<file path="src/hdl/pkwr_pkg.sv">
// Package: shared types and constants of the per-key window ring counters.
`timescale 1ns / 1ps
`default_nettype none

package pkwr_pkg;

   localparam int KEY_W   = 5;
   localparam int AMT_W   = 32;
   localparam int SUM_W   = 64;
   localparam int Q_DEPTH = 2;
   localparam int QPTR_W  = $clog2(Q_DEPTH);
   localparam int QCNT_W  = $clog2(Q_DEPTH + 1);

   typedef enum logic {
      KIND_RECORD  = 1'b0,
      KIND_ADVANCE = 1'b1
   } pkwr_kind_type;

   typedef struct packed {
      pkwr_kind_type          kind;
      logic [KEY_W-1:0]       key;
      logic [AMT_W-1:0]       edge_amount;
      logic [AMT_W-1:0]       time_amount;
   } pkwr_item_type;

   // Queue head as seen by the back end.
   typedef struct packed {
      logic          valid;
      pkwr_item_type item;
   } pkwr_qhead_type;

   // Back end control toward the front end.
   typedef struct packed {
      logic pop;
      logic clearing;
   } pkwr_qctl_type;

   typedef enum logic [2:0] {
      BK_CLEAR,
      BK_IDLE,
      BK_REC_WR,
      BK_ADV,
      BK_ADV_END
   } pkwr_bstate_type;

endpackage

`default_nettype wire

</file>
<file path="src/hdl/pkwr_front.sv">
// Front end: accept request beats, drop out-of-range records, queue the rest.
`timescale 1ns / 1ps
`default_nettype none

module pkwr_front #(
   parameter int NUM_KEYS = 32
) (
   input  wire logic                               clock,
   input  wire logic                               reset,
   input  wire logic                               req_valid,
   output logic                                    req_stall,
   input  wire logic                               req_kind,
   input  wire logic [pkwr_pkg::KEY_W-1:0]         req_key,
   input  wire logic [pkwr_pkg::AMT_W-1:0]         req_edge_amount,
   input  wire logic [pkwr_pkg::AMT_W-1:0]         req_time_amount,
   input  wire pkwr_pkg::pkwr_qctl_type            qctl,
   output pkwr_pkg::pkwr_qhead_type                qhead
);
   import pkwr_pkg::*;

   pkwr_item_type         q_mem_ff [Q_DEPTH];
   logic [QPTR_W-1:0]     wr_ptr_ff, wr_ptr_in;
   logic [QPTR_W-1:0]     rd_ptr_ff, rd_ptr_in;
   logic [QCNT_W-1:0]     cnt_ff, cnt_in;
   pkwr_item_type         item_in;
   logic                  accept;
   logic                  keep;
   logic                  push;

   always_comb begin
      item_in.kind        = pkwr_kind_type'(req_kind);
      item_in.key         = req_key;
      item_in.edge_amount = req_edge_amount;
      item_in.time_amount = req_time_amount;
   end

   assign req_stall = (cnt_ff == QCNT_W'(Q_DEPTH)) || qctl.clearing;
   assign accept    = req_valid && !req_stall;
   // drop records whose key has no counters
   assign keep      = (item_in.kind == KIND_ADVANCE) || (32'(req_key) < 32'(NUM_KEYS));
   assign push      = accept && keep;

   always_comb begin
      wr_ptr_in = push      ? wr_ptr_ff + QPTR_W'(1) : wr_ptr_ff;
      rd_ptr_in = qctl.pop  ? rd_ptr_ff + QPTR_W'(1) : rd_ptr_ff;
      cnt_in    = cnt_ff + QCNT_W'(push) - QCNT_W'(qctl.pop);
   end

   always_ff @(posedge clock) begin
      if (reset) begin
         wr_ptr_ff <= '0;
         rd_ptr_ff <= '0;
         cnt_ff    <= '0;
      end else begin
         wr_ptr_ff <= wr_ptr_in;
         rd_ptr_ff <= rd_ptr_in;
         cnt_ff    <= cnt_in;
      end
   end

   always_ff @(posedge clock) begin
      if (push) begin
         q_mem_ff[wr_ptr_ff] <= item_in;
      end
   end

   assign qhead.valid = (cnt_ff != '0);
   assign qhead.item  = q_mem_ff[rd_ptr_ff];

endmodule

`default_nettype wire

</file>
<file path="config.mk">
export PLATFORM = sky130hd
export DESIGN_NAME = pkwr_front
export DESIGN_NICKNAME = d
export VERILOG_FILES = /design/src/hdl/pkwr_pkg.sv /design/src/hdl/pkwr_front.sv
export SDC_FILE = /design/constraint.sdc
export NUM_CORES = 1
export LEC_CHECK = 0
export BUFFER_PORTS_ARGS = -buffer_cell sky130_fd_sc_hd__buf_2
export CAP_MARGIN = 20
export CORE_UTILIZATION = 56
export DETAILED_ROUTE_END_ITERATION = 7
export PLACE_DENSITY = 0.84
export SYNTH_ARGS = -nofsm -noshare
export SYNTH_HDL_FRONTEND = slang
export SYNTH_SLANG_ARGS = --single-unit
</file>
<file path="constraint.sdc">
create_clock -name clock -period 7.2 [get_ports clock]
set_clock_uncertainty 0.1 [all_clocks]
set_input_delay 1.08 -clock clock [delete_from_list [all_inputs] [get_ports clock]]
set_output_delay 1.08 -clock clock [all_outputs]
set_load 0.02 [all_outputs]
</file>
# ---- Yosys cells after proc, flatten, opt, wreduce, memory -nomap -nowiden
# Memories as Yosys holds them, arrays and structs flattened. A register that Yosys moved wholly into a read port is not among the register bits.
# Index checks and enable logic that the tools add are counted.
dict set report totals {
  in_bits 75
  word_cells 17
  out_inout_bits 72
  mem_count 1
  register_bits 4
  mem_bits_rw 140
}
# name words width read_ports rd_clocked_by_memory_dff wr line_no
set memory_table {}
lappend memory_table {q_mem_ff 2 70 1 1 1 pkwr_front.sv:21} ;# pkwr_item_type q_mem_ff [Q_DEPTH];
dict set report op_classes {
  addsub 4
  n_reduce_logical 4
  eq_ne 1
  n_mux 4
}
# operator n
set ops {}
lappend ops {{two-way mux 1 bit} 4}
lappend ops {{adder 1 bit, second input constant} 2}
lappend ops {{adder 2 x 1 -> 2 bit} 1}
lappend ops {{equality test 2 bit, second input constant} 1}
lappend ops {{nonzero test 2 bit} 1}
lappend ops {{subtractor 2 x 1 -> 2 bit} 1}
lappend ops {{logical AND 1 bit} 1}
lappend ops {{logical NOT 1 bit} 1}
lappend ops {{logical OR 1 bit} 1}

# ---- Depth between registers and ports, before layout
dict set report depth {
  word_depth 6
  mapped_depth 8
  mapped_depth_nobuf 8
}

# ---- Least setup slack after synthesis
# Ideal clock, no wire load.
dict set report synth_timing {
  path_type {in2reg}
  startpoint {input qctl[0] in the netlist's numbering}
  endpoint {memory q_mem_ff[0][0] in the netlist's numbering, enable pin}
  setup_ns 0.499
  required_time_ns 6.601
  n_path_buf 0
  stages 2
  arrival_ns 4.250
  setup_slack_ns 2.351
  path_cell_list {nand3b_2 > nor2_1}
}
dict set report synth_between {
  elab_chain_len 5
}
# item line_no
set synth_rtl {}
lappend synth_rtl {{start, declared} pkwr_front.sv:16} ;# input wire pkwr_pkg::pkwr_qctl_type qctl,
lappend synth_rtl {{logical OR 1 bit} pkwr_front.sv:37} ;# assign req_stall = (cnt_ff == QCNT_W'(Q_DEPTH)) || qctl.clearing;
lappend synth_rtl {{logical NOT 1 bit} pkwr_front.sv:38} ;# assign accept = req_valid && !req_stall;
lappend synth_rtl {{logical AND 1 bit} pkwr_front.sv:38}
lappend synth_rtl {{two-way mux 1 bit} pkwr_front.sv:62} ;# if (push) begin
lappend synth_rtl {{two-way mux 1 bit (implied by the code)} pkwr_front.sv:63} ;# q_mem_ff[wr_ptr_ff] <= item_in;
lappend synth_rtl {{end, declared} pkwr_front.sv:21}
# Every way passes these cells.

==> summary.md <==
| Metric | Value |
|---|---|
| Die Footprint | `10500 µm²` |
| Static Leakage | `2.78 nW` |
| Detailed placer's ending HPWL | `5870 µm` |
| TritonCTS Buffers | `17` |
| Post-synthesis register bit count | `145` |
| Reg2reg path depth | `4` |
| Seq/Total Area, Yosys | `0.763` |
| Die height | `102 µm` |
| PostCTS Resize Cnt | `0` |
| Gate Count Post-Synth | `244` |
| CP Launch Type | `flip-flop` |
| Core area | `9770 µm²` |
| DRC | `0` |
| Crit-path max FO | `55` |
| Slowest-stage cell, CP | `buf_4` |
| Rows | `36` |
| Vias/cell | `4.94` |
| Vias | `2716` |
| Clk Latency, worst-skew pair | `0.49 ns` |
| Routed Antenna Nets | `0` |
| Mapped cell area | `5640 µm²` |
| Xor-xnor portion of the synthesized cell area | `0.00310` |
| Clock-pin slew on the worst setup and hold paths | `0.06 ns` |
| Final TNS setup | `0 ns` |
| Avg Cell Area, Syn | `23.1 µm²` |
| Yosys cell types | `18` |
| DRT iter0 DRCs | `111` |
| Pwr dens | `296 nW/µm²` |
| Simple-gate portion of the synthesized area | `0.0133` |
| WL per Instance | `16.5 µm` |
| Max-slew violations | `0` |
| FF/Latch Area | `4310 µm²` |
| CTS tree | `done` |
| Count of buffers from port buffering | `146` |
| Vias in the first global route | `2691` |
| Max Fclk | `277 MHz` |
| Final Hold Viols | `0` |
| Initial antenna violation count | `0` |
| Filler cells | `620` |
| VDD IR-drop max | `0.263 mV` |
| Overall Global Routing Usage | `0.180` |
| Multi-input logic area | `1190 µm²` |
| Number of cells on the critical path | `3` |
| Congestion Overflow GR | `0` |
| Hold Slack | `0.422 ns` |
| Layout cells sized above 1 | `0.609` |
| CP top delay family | `buffers and inverters` |
| RSZ-0062 raised after global routing | `false` |
| Max Cap Viol | `0` |
| Arr. time, crit path | `2.43 ns` |
| First-pass GRT wire length | `13500 µm` |
| Tightest Pin Transition | `1.01 ns` |
| Fraction of the mapped netlist area in adder cells | `0.00443` |
| Status | `completed` |
| Bufs on Longest Clock Path | `2` |
| WL final | `9070 µm` |
| Period utilisation layout | `0.501` |
| CP Class | `flip-flop to primary output` |
| Compound-Gate Fraction of Synth Area | `0` |
| Worst min path class | `flip-flop to flip-flop` |
| Clk sink count | `145` |
| Minimum clock period | `3.61 ns` |
| Yosys Warn Count | `0` |
| H-tree levels | `4` |
| Endpoints failing setup | `0` |
| CP Capture Type | `primary output` |
| Io pins | `147` |
| Hold Path Stages | `2` |
| Post-synthesis mux area share | `0.188` |
| Hold_buf cts | `0` |
| Root Driver | `clkbuf_8` |
| Nets | `481` |
| Crit-path cells | `buf_4 -> mux2_4 -> buf_2` |
| Largest net degree at the start of global routing | `71` |
| GP Congestion | `0.650` |
| CP Data Required Time | `6.02 ns` |
| Die X-Extent | `102 µm` |
| Setup bufs post-CTS | `0` |
| Drt pass-1 iters | `4` |
| Layout area overhead | `24.2%` |
| Initial Util | `0.577` |
| Crit path largest cell delay | `0.85 ns` |
| Ant. Diodes | `0` |
| Slew headroom | `0.325` |
| CP bufs+invs | `2` |
| Largest family of logic cells by synthesized area | `multiplexers` |
| Syn Nets | `321` |
[power breakdown]
group          total, mW  internal, mW  switching, mW
sequential         0.987         0.972         0.0151
combinational      0.247         0.114          0.133
clock              0.839         0.534          0.305
total               2.07          1.62          0.453
[metrics by stage]
step / cell area (µm²) / setup slack, ns / instances / power [mW] / utilization
2_1_floorplan: 5640 / 2.35 / 244 / 1.19 / -
3_3_place_gp: 6430 / 3.88 / 518 / 1.25 / 0.658
3_5_place_dp: 6430 / 3.82 / 518 / 1.25 / 0.658
4_1_cts: 7010 / 3.54 / 550 / 2.09 / 0.717
5_1_grt: 7010 / 3.47 / 550 / 2.15 / 0.717
6_report: 7010 / 3.59 / 550 / 2.07 / 0.717
[cell families after synthesis]
family	after synthesis
flip-flops	145
XOR/XNOR	2
buffers and inverters	10
adder cells (fa/ha/maj)	2
multiplexers	71
AND/OR/NAND/NOR	14
[worst register-to-register path, cell delays in order, from the launching register on]
cell	delay, ns
dfxtp_1	0.34
nand2b_1	0.14
nand3b_2	0.17
nor2_4	0.80
buf_4	0.59
[cells in the final DEF, fill, tap and decap left out, drive strengths merged, types with 2 or more instances in the layout]
cell / n
buf: 149
bufinv: 3
clkbuf: 21
clkinv: 4
clkinvlp: 4
dfxtp: 5
edfxtp: 140
ha: 2
inv: 2
mux2: 71
nor2: 7
[cells in the mapped netlist]
master | number | share of area
buf_6 | 1 | 0.0020
nand3b_2 | 1 | 0.0020
xor2_1 | 1 | 0.0016
xnor2_1 | 1 | 0.0016
mux2_4 | 70 | 0.19
nand2b_1 | 1 | 0.0011
nor2b_1 | 1 | 0.0011
dfxtp_1 | 5 | 0.018
inv_1 | 2 | 0.0013
and2_1 | 1 | 0.0011
nor2_1 | 7 | 0.0047
ha_1 | 2 | 0.0044
or2_2 | 1 | 0.0011
edfxtp_1 | 140 | 0.75
buf_12 | 7 | 0.025
mux2_2 | 1 | 0.0020
nor3_1 | 1 | 0.00089
or2b_1 | 1 | 0.0013
[cell type report]
cell class                      count  share of cell area
Tap cell                          133              0.0237
Multi-Input combinational cell     89               0.170
Inverter                            2             0.00107
Sequential cell                   145               0.615
Timing Repair Buffer              149               0.107
Clock buffer                       21              0.0627
Clock inverter                     11              0.0200
[registers in the layout, indices dropped and copies added (netlist names), named ones only]
name and flops:
cnt_ff 2, q_mem_ff 140, rd_ptr_ff 1, wr_ptr_ff 1
[metal layers]
layer	vias to the layer above	global-route usage	wire length (µm)
met5	-	0	0
li1	1274	-	-
met2	92	0.306	4870
met1	1341	0.212	3570
met4	0	0.0670	93
met3	9	0.0650	541
[worst paths after layout]
path	from	to	slack, ns
worst max-delay path	flip-flop	qhead[57]	3.59
worst min-delay path	rd_ptr_ff	rd_ptr_ff	0.42
worst max register to register	cnt_ff[0]	q_mem_ff[0][37]	4.67
worst min register to register	rd_ptr_ff	rd_ptr_ff	0.42
Note: power is estimated with default switching activity, not from simulation.
